**src/rtl/pbgh_pkg.sv**
```systemverilog
// Package: shared types and constants of the gap histogram unit
package pbgh_pkg;

    // Number of histogram bins and the saturating gap limit
    localparam int NUM_BINS    = 4;
    localparam int GAP_BITS    = 2;
    localparam logic [GAP_BITS-1:0] GAP_MAX = 2'd3;

    // Lanes summed by one leaf of the merge tree
    localparam int GROUP_LANES = 8;

    // Width of each count given on the output
    localparam int OUT_BITS    = 32;

    typedef logic [GAP_BITS-1:0] t_gap;

    // Control that travels with an item down the pipeline
    typedef struct packed {
        logic valid;
        logic last;
    } t_stage_ctl;

endpackage

```
**src/rtl/per_bit_gap_histogram_unit.sv**
```systemverilog
// Top level: per-lane gap histogram over a stream of random words
//
// Input channel (i_valid / o_stall): one word per item on i_rand_word, bit i
// feeding lane i, with i_last_word marking the final word of a run. An item
// is taken at a rising edge with i_valid high and o_stall low.
// Output channel (o_valid / i_stall): one item per run carrying the four
// saturating bin counts o_gap0_count .. o_gap3_count.
// Throughput: one word per cycle while o_stall is low. Each lane updates
// its gap in the cycle the word is taken; the hit counts go through a
// two-level registered adder tree and then into the bin counters.
// Result path: a run's last word passes the lane hit register, both adder
// tree registers and the result register before its result shows on o_valid.
// Stall: words that end no run keep flowing while a result waits. Only when
// the held result is stalled and the next run's last word reaches the bin
// counters does o_stall rise and the whole pipeline hold.
// Reset: synchronous, active low; clears all gaps, bins and valid flags.
module per_bit_gap_histogram_unit
    import pbgh_pkg::*;
#(
    parameter int WORD_BITS  = 16,
    parameter int COUNT_BITS = 32
) (
    input  logic                  i_clk,
    input  logic                  i_rst_n,
    input  logic                  i_valid,
    output logic                  o_stall,
    input  logic [WORD_BITS-1:0]  i_rand_word,
    input  logic                  i_last_word,
    output logic                  o_valid,
    input  logic                  i_stall,
    output logic [OUT_BITS-1:0]   o_gap0_count,
    output logic [OUT_BITS-1:0]   o_gap1_count,
    output logic [OUT_BITS-1:0]   o_gap2_count,
    output logic [OUT_BITS-1:0]   o_gap3_count
);

    localparam int TOT_BITS = $clog2(WORD_BITS + 1);

    logic [NUM_BINS-1:0][WORD_BITS-1:0]  w_hits;
    logic [NUM_BINS-1:0][TOT_BITS-1:0]   w_incs;
    logic [NUM_BINS-1:0][OUT_BITS-1:0]   w_counts;
    t_stage_ctl                          w_hit_ctl;
    t_stage_ctl                          w_inc_ctl;
    logic                                w_hold;
    logic                                w_adv;
    logic                                w_take;

    // Hold everything only when a finished run cannot leave
    assign w_hold  = o_valid && i_stall && w_inc_ctl.valid && w_inc_ctl.last;
    assign w_adv   = !w_hold;
    assign w_take  = i_valid && w_adv;
    assign o_stall = w_hold;

    pbgh_lanes #(
        .WORD_BITS (WORD_BITS)
    ) u_lanes (
        .i_clk   (i_clk),
        .i_rst_n (i_rst_n),
        .i_adv   (w_adv),
        .i_take  (w_take),
        .i_word  (i_rand_word),
        .i_last  (i_last_word),
        .o_hits  (w_hits),
        .o_ctl   (w_hit_ctl)
    );

    pbgh_merge #(
        .WORD_BITS (WORD_BITS),
        .TOT_BITS  (TOT_BITS)
    ) u_merge (
        .i_clk   (i_clk),
        .i_rst_n (i_rst_n),
        .i_adv   (w_adv),
        .i_hits  (w_hits),
        .i_ctl   (w_hit_ctl),
        .o_incs  (w_incs),
        .o_ctl   (w_inc_ctl)
    );

    pbgh_accum #(
        .COUNT_BITS (COUNT_BITS),
        .TOT_BITS   (TOT_BITS)
    ) u_accum (
        .i_clk    (i_clk),
        .i_rst_n  (i_rst_n),
        .i_adv    (w_adv),
        .i_incs   (w_incs),
        .i_ctl    (w_inc_ctl),
        .i_stall  (i_stall),
        .o_valid  (o_valid),
        .o_counts (w_counts)
    );

    // Fan the bin counts out to the result fields
    assign o_gap0_count = w_counts[0];
    assign o_gap1_count = w_counts[1];
    assign o_gap2_count = w_counts[2];
    assign o_gap3_count = w_counts[3];

endmodule

```
**src/rtl/pbgh_lanes.sv**
```systemverilog
// Per-lane gap trackers and registered bin-hit vectors
module pbgh_lanes
    import pbgh_pkg::*;
#(
    parameter int WORD_BITS = 16
) (
    input  logic                                 i_clk,
    input  logic                                 i_rst_n,
    input  logic                                 i_adv,
    input  logic                                 i_take,
    input  logic [WORD_BITS-1:0]                 i_word,
    input  logic                                 i_last,
    output logic [NUM_BINS-1:0][WORD_BITS-1:0]   o_hits,
    output t_stage_ctl                           o_ctl
);

    t_gap [WORD_BITS-1:0]                r_gap;
    t_gap [WORD_BITS-1:0]                n_gap;
    logic [NUM_BINS-1:0][WORD_BITS-1:0]  n_hits;
    logic [NUM_BINS-1:0][WORD_BITS-1:0]  r_hits;
    t_stage_ctl                          r_ctl;

    // Mark the bin each lane's one lands in and advance each lane's gap
    always_comb begin
        for (int ln = 0; ln < WORD_BITS; ln++) begin
            for (int b = 0; b < NUM_BINS; b++) begin
                n_hits[b][ln] = i_word[ln] && (r_gap[ln] == GAP_BITS'(b));
            end
            if (i_word[ln]) begin
                n_gap[ln] = '0;
            end else if (r_gap[ln] == GAP_MAX) begin
                n_gap[ln] = GAP_MAX;
            end else begin
                n_gap[ln] = r_gap[ln] + t_gap'(1);
            end
        end
    end

    // Update gaps on each taken item; clear them after the last word
    always_ff @(posedge i_clk) begin
        if (!i_rst_n) begin
            r_gap <= '0;
        end else if (i_take) begin
            r_gap <= i_last ? '0 : n_gap;
        end
    end

    // Stage register for the hit vectors
    always_ff @(posedge i_clk) begin
        if (!i_rst_n) begin
            r_ctl <= '0;
        end else if (i_adv) begin
            r_ctl.valid <= i_take;
            r_ctl.last  <= i_take && i_last;
        end
    end

    always_ff @(posedge i_clk) begin
        if (i_adv) begin
            r_hits <= n_hits;
        end
    end

    assign o_hits = r_hits;
    assign o_ctl  = r_ctl;

endmodule

```
**src/rtl/pbgh_merge.sv**
```systemverilog
// Two-level registered adder tree counting hits per bin across lanes
module pbgh_merge
    import pbgh_pkg::*;
#(
    parameter int WORD_BITS = 16,
    parameter int TOT_BITS  = 5
) (
    input  logic                                 i_clk,
    input  logic                                 i_rst_n,
    input  logic                                 i_adv,
    input  logic [NUM_BINS-1:0][WORD_BITS-1:0]   i_hits,
    input  t_stage_ctl                           i_ctl,
    output logic [NUM_BINS-1:0][TOT_BITS-1:0]    o_incs,
    output t_stage_ctl                           o_ctl
);

    localparam int NUM_GROUPS = (WORD_BITS + GROUP_LANES - 1) / GROUP_LANES;
    localparam int GRP_BITS   = $clog2(GROUP_LANES + 1);

    logic [NUM_BINS-1:0][NUM_GROUPS-1:0][GRP_BITS-1:0] n_grp;
    logic [NUM_BINS-1:0][NUM_GROUPS-1:0][GRP_BITS-1:0] r_grp;
    logic [NUM_BINS-1:0][TOT_BITS-1:0]                 n_tot;
    logic [NUM_BINS-1:0][TOT_BITS-1:0]                 r_tot;
    t_stage_ctl                                        r_ctl_grp;
    t_stage_ctl                                        r_ctl_tot;

    // Leaf level: count hits inside each group of lanes
    always_comb begin
        for (int b = 0; b < NUM_BINS; b++) begin
            for (int g = 0; g < NUM_GROUPS; g++) begin
                n_grp[b][g] = '0;
                for (int l = 0; l < GROUP_LANES; l++) begin
                    if (g * GROUP_LANES + l < WORD_BITS) begin
                        n_grp[b][g] = n_grp[b][g]
                            + GRP_BITS'(i_hits[b][g * GROUP_LANES + l]);
                    end
                end
            end
        end
    end

    // Root level: add the group counts of each bin
    always_comb begin
        for (int b = 0; b < NUM_BINS; b++) begin
            n_tot[b] = '0;
            for (int g = 0; g < NUM_GROUPS; g++) begin
                n_tot[b] = n_tot[b] + TOT_BITS'(r_grp[b][g]);
            end
        end
    end

    // Advance control through both tree levels
    always_ff @(posedge i_clk) begin
        if (!i_rst_n) begin
            r_ctl_grp <= '0;
            r_ctl_tot <= '0;
        end else if (i_adv) begin
            r_ctl_grp <= i_ctl;
            r_ctl_tot <= r_ctl_grp;
        end
    end

    always_ff @(posedge i_clk) begin
        if (i_adv) begin
            r_grp <= n_grp;
            r_tot <= n_tot;
        end
    end

    assign o_incs = r_tot;
    assign o_ctl  = r_ctl_tot;

endmodule

```
**src/rtl/pbgh_accum.sv**
```systemverilog
// Saturating bin counters and the result register
module pbgh_accum
    import pbgh_pkg::*;
#(
    parameter int COUNT_BITS = 32,
    parameter int TOT_BITS   = 5
) (
    input  logic                                 i_clk,
    input  logic                                 i_rst_n,
    input  logic                                 i_adv,
    input  logic [NUM_BINS-1:0][TOT_BITS-1:0]    i_incs,
    input  t_stage_ctl                           i_ctl,
    input  logic                                 i_stall,
    output logic                                 o_valid,
    output logic [NUM_BINS-1:0][OUT_BITS-1:0]    o_counts
);

    logic [NUM_BINS-1:0][COUNT_BITS-1:0]  r_bin;
    logic [NUM_BINS-1:0][COUNT_BITS-1:0]  n_bin;
    logic [NUM_BINS-1:0][COUNT_BITS:0]    w_sum;
    logic [NUM_BINS-1:0][OUT_BITS-1:0]    r_out;
    logic                                 r_out_valid;
    logic                                 w_load;

    // Add each bin's increment and stop at full scale
    always_comb begin
        for (int b = 0; b < NUM_BINS; b++) begin
            w_sum[b] = {1'b0, r_bin[b]} + (COUNT_BITS + 1)'(i_incs[b]);
            n_bin[b] = w_sum[b][COUNT_BITS] ? '1 : w_sum[b][COUNT_BITS-1:0];
        end
    end

    assign w_load = i_adv && i_ctl.valid && i_ctl.last;

    // Accumulate; clear all bins once the last word is counted
    always_ff @(posedge i_clk) begin
        if (!i_rst_n) begin
            r_bin <= '0;
        end else if (i_adv && i_ctl.valid) begin
            r_bin <= i_ctl.last ? '0 : n_bin;
        end
    end

    // Hold the result until the receiver takes it
    always_ff @(posedge i_clk) begin
        if (!i_rst_n) begin
            r_out_valid <= 1'b0;
        end else if (w_load) begin
            r_out_valid <= 1'b1;
        end else if (!i_stall) begin
            r_out_valid <= 1'b0;
        end
    end

    always_ff @(posedge i_clk) begin
        if (w_load) begin
            for (int b = 0; b < NUM_BINS; b++) begin
                r_out[b] <= OUT_BITS'(n_bin[b]);
            end
        end
    end

    assign o_valid  = r_out_valid;
    assign o_counts = r_out;

endmodule

```
**config.mk**
```make
export PLATFORM = sky130hd
export DESIGN_NAME = per_bit_gap_histogram_unit
export DESIGN_NICKNAME = d
export VERILOG_FILES = /design/src/rtl/pbgh_pkg.sv /design/src/rtl/per_bit_gap_histogram_unit.sv /design/src/rtl/pbgh_lanes.sv /design/src/rtl/pbgh_merge.sv /design/src/rtl/pbgh_accum.sv
export SDC_FILE = /design/constraint.sdc
export NUM_CORES = 1
export LEC_CHECK = 0
export BUFFER_PORTS_ARGS = -buffer_cell sky130_fd_sc_hd__buf_2
export CAP_MARGIN = 15
export CORE_MARGIN = 4
export CORE_UTILIZATION = 55
export CTS_CLUSTER_DIAMETER = 150
export DETAILED_ROUTE_END_ITERATION = 8
export GPL_TIMING_DRIVEN = 0
export PLACE_DENSITY = 0.74
export SLEW_MARGIN = 20
export SYNTH_ARGS = -nofsm -noshare
export SYNTH_HDL_FRONTEND = slang
export SYNTH_SLANG_ARGS = --single-unit
```
**constraint.sdc**
```tcl
create_clock -name i_clk -period 10.9 [get_ports i_clk]
set_input_delay 0.545 -clock i_clk [delete_from_list [all_inputs] [get_ports i_clk]]
set_output_delay 0.545 -clock i_clk [all_outputs]
set_load 0.02 [all_outputs]
```
==> results of run 1 <==
## worst min-delay path: cells and delay by family
kind | cells | cell delay [ps]
AND/OR/NAND/NOR | 1 | 80
buffers and inverters | 1 | 110
AO/OA/AOI/OAI | 1 | 60
## cells by family after synthesis
family          Yosys count  share of synthesized area, %
simple gates            690                          17.4
xor+xnor                 96                          4.14
compound gates          426                          13.6
flops                   411                          52.5
buf+inv                 220                          4.23
fa+ha+maj               100                          7.64
mux                       9                         0.462
## where the power goes
part           leakage [nW]  internal, mW  switching, mW
clock                 0.754         0.984          0.623
sequential             3.69          1.68         0.0189
combinational          4.98        0.0798          0.133
## flip-flops by register name, indices dropped and copies added, names as in the netlist
| signal | flops |
|---|---|
| u_accum.o_counts | 128 |
| u_accum.o_valid | 1 |
| u_accum.r_bin | 128 |
| u_lanes.o_ctl | 2 |
| u_lanes.o_hits | 64 |
| u_lanes.r_gap | 32 |
| u_merge.o_ctl | 2 |
| u_merge.o_incs | 20 |
| u_merge.r_ctl_grp | 2 |
| u_merge.r_grp | 32 |
## layout by cell type (no fill, tap or decap), types with 26 or more instances in the layout
master	netlist	final
dfxtp_1	167	167
nor2_1	149	148
xnor2_1	57	57
and3_1	70	70
and4_1	26	26
clkbuf_1	64	73
a21oi_1	134	133
a31oi_1	30	30
edfxtp_1	244	244
nand2_1	194	194
xor2_1	39	39
buf_2	16	166
a22o_1	33	33
fa_1	40	40
inv_1	132	132
ha_1	60	60
and2_1	32	32
nand4_1	36	36
o21ai_0	84	84
clkbuf_16	0	45
nor3_1	33	33
nand3_1	52	52
## stage by stage
stage | setup WS [ps] | instance area, um2 | cells | util, %
after global placement | -951 | 21600 | 2570 | 59.3
after floorplan | 2720 | 20300 | 1952 | -
after detailed placement | 7560 | 21900 | 2585 | 60.1
final | 7540 | 23500 | 2668 | 64.3
after global routing | 7440 | 23500 | 2667 | 64.3
after CTS | 7610 | 23500 | 2667 | 64.3
## worst min path at each step
| stage | endpoint | cells after the start |
|---|---|---|
| global route | u_lanes.o_ctl[0] | 3 |
| global placement | u_merge.r_ctl_grp[1] | 2 |
| detailed placement | u_merge.r_ctl_grp[1] | 2 |
| CTS | u_lanes.o_ctl[0] | 3 |
| finish | u_lanes.o_ctl[0] | 3 |
| floorplan | u_lanes.o_ctl[0] | 2 |
## final cells by class
| cell class | count | share of cell area (%) |
|---|---|---|
| clock buffers | 56 | 5.06 |
| plain buffers | 87 | 1.53 |
| inverters | 133 | 2.13 |
| flip-flops and latches | 411 | 45.4 |
| well taps | 468 | 2.49 |
| repair buffers | 165 | 4.40 |
| clock inverters | 26 | 1.51 |
| multi-input cells | 1321 | 37.4 |
| diodes | 1 | 0.0107 |
## metal layers
metal | part of all wire [%] | global-route usage (%) | routed length (um)
met2 | 48 | 44.3 | 26100
met3 | 7.6 | 5.03 | 4170
met1 | 41 | 34.3 | 22300
met4 | 3.7 | 10.4 | 2040
met5 | 0.024 | 0 | 13
==> qor.txt, run 1 <==
Outcome = complete, no violations
Routed Antenna Nets = 0
CTS tree = yes
Crit end category = flip-flop
Vias = 15868
Peak VDD IR = 0.108 mV
Syn Nets = 2073
Hold buffer count at cts = 0
CTS Buffer Depth = 3
Critical Path Sink = u_accum.r_bin[22]
Cell variety after synth = 80
Number of synthesized register bits = 411
Fin. Hold Viols = 0
Syn_area_per_cell = 10.4 um2
RR Endpoint = u_accum.r_bin[22]
GR Util All Layers = 26.4%
Max_cap viols = 0
PwrDens = 150 nW/um2
Rows = 70
Worst reg2reg path depth = 8
Crit path cell chain = buf_2 -> nand3_1 -> and2_1 -> clkbuf_1 -> nor2_1 -> nor2_2 -> clkbuf_1 -> a211oi_1
Post-synth top cells = edfxtp_1, nand2_1, dfxtp_1, nor2_1, a21oi_1
Clock H-tree levels = 2
Port Buffers = 150
Final setup fails = 0
Multi-input gate area = 8790 um2
WL final = 54.6 mm
CTS Buf Count = 44
Hold Crit Class = in2reg
WP depth = 8
CORE AREA = 36500 um2
GR Overflow Total = 0
Hold WS = 279 ps
Postcts setup bufs = 0
Initial DRC Count = 1649
Fin. max-slew vios = 0
Worst min-delay path startpoint = i_valid
Synthesis-to-layout area growth = 15.6%
Critical Path Most Common Cell = clkbuf_1
Worst reg2reg startpoint = u_merge.o_ctl[0]
Post-layout min period = 3360 ps
# IOs = 151
Asr flop ratio synth = 0%
Initial antenna violation count = 1
Delay-heaviest family, CP = simple AND/OR/NAND/NOR gates
WP buf/inv = 3
Die area = 40100 um2
Crit-path max FO = 10
Setup Skew = 38.0 ps
Post-CTS resize count = 0
Share of the synthesized area in the top cell type = 36.1%
Final Wtd Congestion = 0.958
CTS Root Buffer Type = clkbuf_16
R2R Setup Slk = 7540 ps
RSZ-0062 raised after global routing = false
Crit Path Category = reg2reg
Vias per cell = 5.95
Drc violations = 0
CP max-delay cell = nor2_1
Max-slew headroom = 22.9%
Clk sink count = 411
Total power = 3.52 mW
Final net count = 2284
# fillers = 2869
Die width = 200 um
Synthesized instance count = 1952
Sequential element share of the synthesized area = 52.5%
First-pass GRT wire length = 84.8 mm
Pleak = 9.43 nW
Initial core utilization = 55.6%
Vias in the first global route = 15360
Critical Path Source Type = flip-flop
Crit share post-route = 30.8%
Share of post-route cells with drive strength above 1 = 13.3%
CTS clk-pin slew, worst paths = 60 ps
DP HPWL = 39.1 mm
Most used DFF post-synth = edfxtp_1
CP required = 11360 ps
First drt pass iteration count = 5
Worst-Margin Slew = 1150 ps
Reg area = 10700 um2
Mapped cell area = 20300 um2
Die height = 200 um
EDFF count, synth = 244
Setup_tns = 0 ps
Pin count of the biggest net entering global routing = 28
Beginning of the critical path = u_merge.o_ctl[0]
Worst-Skew Late Latency = 590 ps
Synth Warn # = 0
Main area contributors after synthesis = edfxtp_1, dfxtp_1, fa_1
Max Clock Freq = 0.298 GHz
Synth area leader = edfxtp_1
Arr. time, crit path = 3820 ps
Count leader, synth = edfxtp_1
Max stage delay on crit path = 910 ps
Routed wire per std cell = 20.5 um
No activity file was read; power rests on OpenSTA's default activity.
==> run 2, diff against run 1 <==
- PLACE_DENSITY: 0.74 -> 0.77
- clock period: 10.9 -> 2.8 ns (I/O delays scaled with it)
==> qor.txt, run 2 (synthesis results as in run 1) <==
Crit-path max FO = 2 (-8)
First-pass GRT wire length = 85.1 mm (+0.37%)
Crit path cell chain = ha_1 -> inv_1 -> fa_1 -> fa_1 -> fa_2 -> fa_2 -> inv_2
CTS clk-pin slew, worst paths = 70 ps (about the same)
Final setup fails = 6 (+6)
Share of post-route cells with drive strength above 1 = 17.3% (+3.9 points)
Pin count of the biggest net entering global routing = 29 (+3.6%)
CP required = 3130 ps (-8230 ps)
Die area = 40100 um2 (unchanged)
Final net count = 2310 (+1.1%)
Max stage delay on crit path = 570 ps (-340 ps)
Vias per cell = 5.97 (+0.44%)
# IOs = 151 (unchanged)
Drc violations = 0 (unchanged)
Total power = 13.4 mW (+280%)
Critical Path Source Type = flip-flop
Initial antenna violation count = 1 (unchanged)
GR Util All Layers = 26.4% (about the same)
Clk sink count = 411 (unchanged)
Fin. Hold Viols = 0 (unchanged)
GR Overflow Total = 0 (unchanged)
Failing checks = negative setup slack
Hold Crit Class = in2reg
Synthesis-to-layout area growth = 17.6%
First drt pass iteration count = 5 (unchanged)
Setup WS post-layout = -136 ps (-7670 ps)
Commonest non-fill, non-tap cell in the layout = edfxtp_1
Crit end category = flip-flop
Post-layout min period = 2940 ps (-425 ps)
WL final = 54.8 mm (+0.46%)
CORE AREA = 36500 um2 (unchanged)
CTS tree = yes
RSZ-0062 raised after global routing = true
Crit Path Category = reg2reg
Arr. time, crit path = 3260 ps (-560 ps)
CP max-delay cell = fa_2
Outcome = finished with violations
Setup_tns = -369 ps (-369 ps)
Vias = 16087 (+1.4%)
CTS Buffer Depth = 3 (unchanged)
Max-slew headroom = 28.5% (+5.7 points)
Inserted Diodes = 0 (-1)
Worst-Skew Late Latency = 590 ps (about the same)
Max_cap viols = 0 (unchanged)
Pleak = 9.60 nW (+1.7%)
Peak VDD IR = 0.474 mV (+340%)
Rows = 70 (unchanged)
Most frequent cells in the layout = edfxtp_1, nand2_1, buf_2, dfxtp_1, nor2_1
Final Wtd Congestion = 0.939 (-2.0%)
CTS Root Buffer Type = clkbuf_16
Vias in the first global route = 15442 (+0.53%)
Port Buffers = 150 (unchanged)
Initial DRC Count = 1424 (-14%)
Max Clock Freq = 0.341 GHz (+14%)
CTS Buf Count = 44 (unchanged)
Clock H-tree levels = 2 (unchanged)
Routed wire per std cell = 20.4 um (-0.48%)
Initial core utilization = 55.6% (unchanged)
Fin. max-slew vios = 0 (unchanged)
DP HPWL = 38.9 mm (-0.52%)
Routed Antenna Nets = 0 (unchanged)
Die width = 200 um (unchanged)
Crit share post-route = 105% (+74 points)
Worst-Margin Slew = 1070 ps (-81.0 ps)
Setup Skew = 29.1 ps (-8.94 ps)
PwrDens = 559 nW/um2 (+270%)
Final core utilization = 65.4% (+1.1 points)
Die height = 200 um (unchanged)
## run 2: cell count changes in the layout (fill, tap and decap cells not counted), sizes merged, moves of 3 or more
cell | before | now
clkinv | 15 | 20
bufinv | 9 | 4
buf | 184 | 193
clkbuf | 124 | 121
dlygate4sd3 | 0 | 19
## run 2: worst paths after layout
check / from / to / slack, ps / cells after the start
hold / removal: i_rst_n / u_accum.o_valid / 40 / 3
setup / recovery: u_lanes.o_hits[9] / u_merge.r_grp[5] / -140 / 7
hold reg to reg: u_merge.r_ctl_grp[0] / u_merge.r_ctl_grp[0] / 470 / 2
setup reg to reg: u_lanes.o_hits[9] / u_merge.r_grp[5] / -140 / 7
## run 2: metal layers
layer,up-vias,global-route usage [%],wire [um]
met2,678,43.4,25700
li1,7531,-,-
met4,2,10.4,2180
met1,7732,34.4,22400
met3,144,6.05,4600
met5,-,0,11
## run 2: cell type report
class | instances | area [um2]
Buffer | 86 | 457
Fill cell | 2804 | 12600
Tap cell | 468 | 586
Inverter | 133 | 499
Multi-Input combinational cell | 1321 | 8950
Timing Repair Buffer | 192 | 1270
Clock buffer | 55 | 1190
Clock inverter | 27 | 240
Sequential cell | 411 | 10700
## run 2: metrics by stage
stage          hold WS, ps  setup WS (ps)  cell area, um2  std cells
2_1_floorplan          278          -2840           20500       1952
3_3_place_gp           436          -4440           21800       2570
3_5_place_dp           441           -578           22100       2586
4_1_cts               11.1           -149           23800       2688
5_1_grt               61.2           -200           23900       2693
6_report              40.1           -136           23900       2693
## run 2: power breakdown
part           switching [mW]  total (mW)  leakage [nW]  internal (mW)
registers              0.0802        6.63          3.70           6.55
clock network            2.42        5.82         0.711           3.40
logic                   0.539       0.899          5.19          0.360
total                    3.04        13.4          9.60           10.3
## run 2: what timing repair did
action                                  4_1_cts  5_1_grt
pin swaps                                     2        9
hold endpoints to repair                     92        0
endpoints found under the setup margin      123       86
buffers inserted                              1        6
gates resized for setup                      30       33
hold buffers                                 19        0
## run 2: worst max-delay path: cells and delay by family (launching register included)
kind,cells,cell delay [ps]
fa+ha+maj,5,2220
flops,1,390
buf+inv,2,70
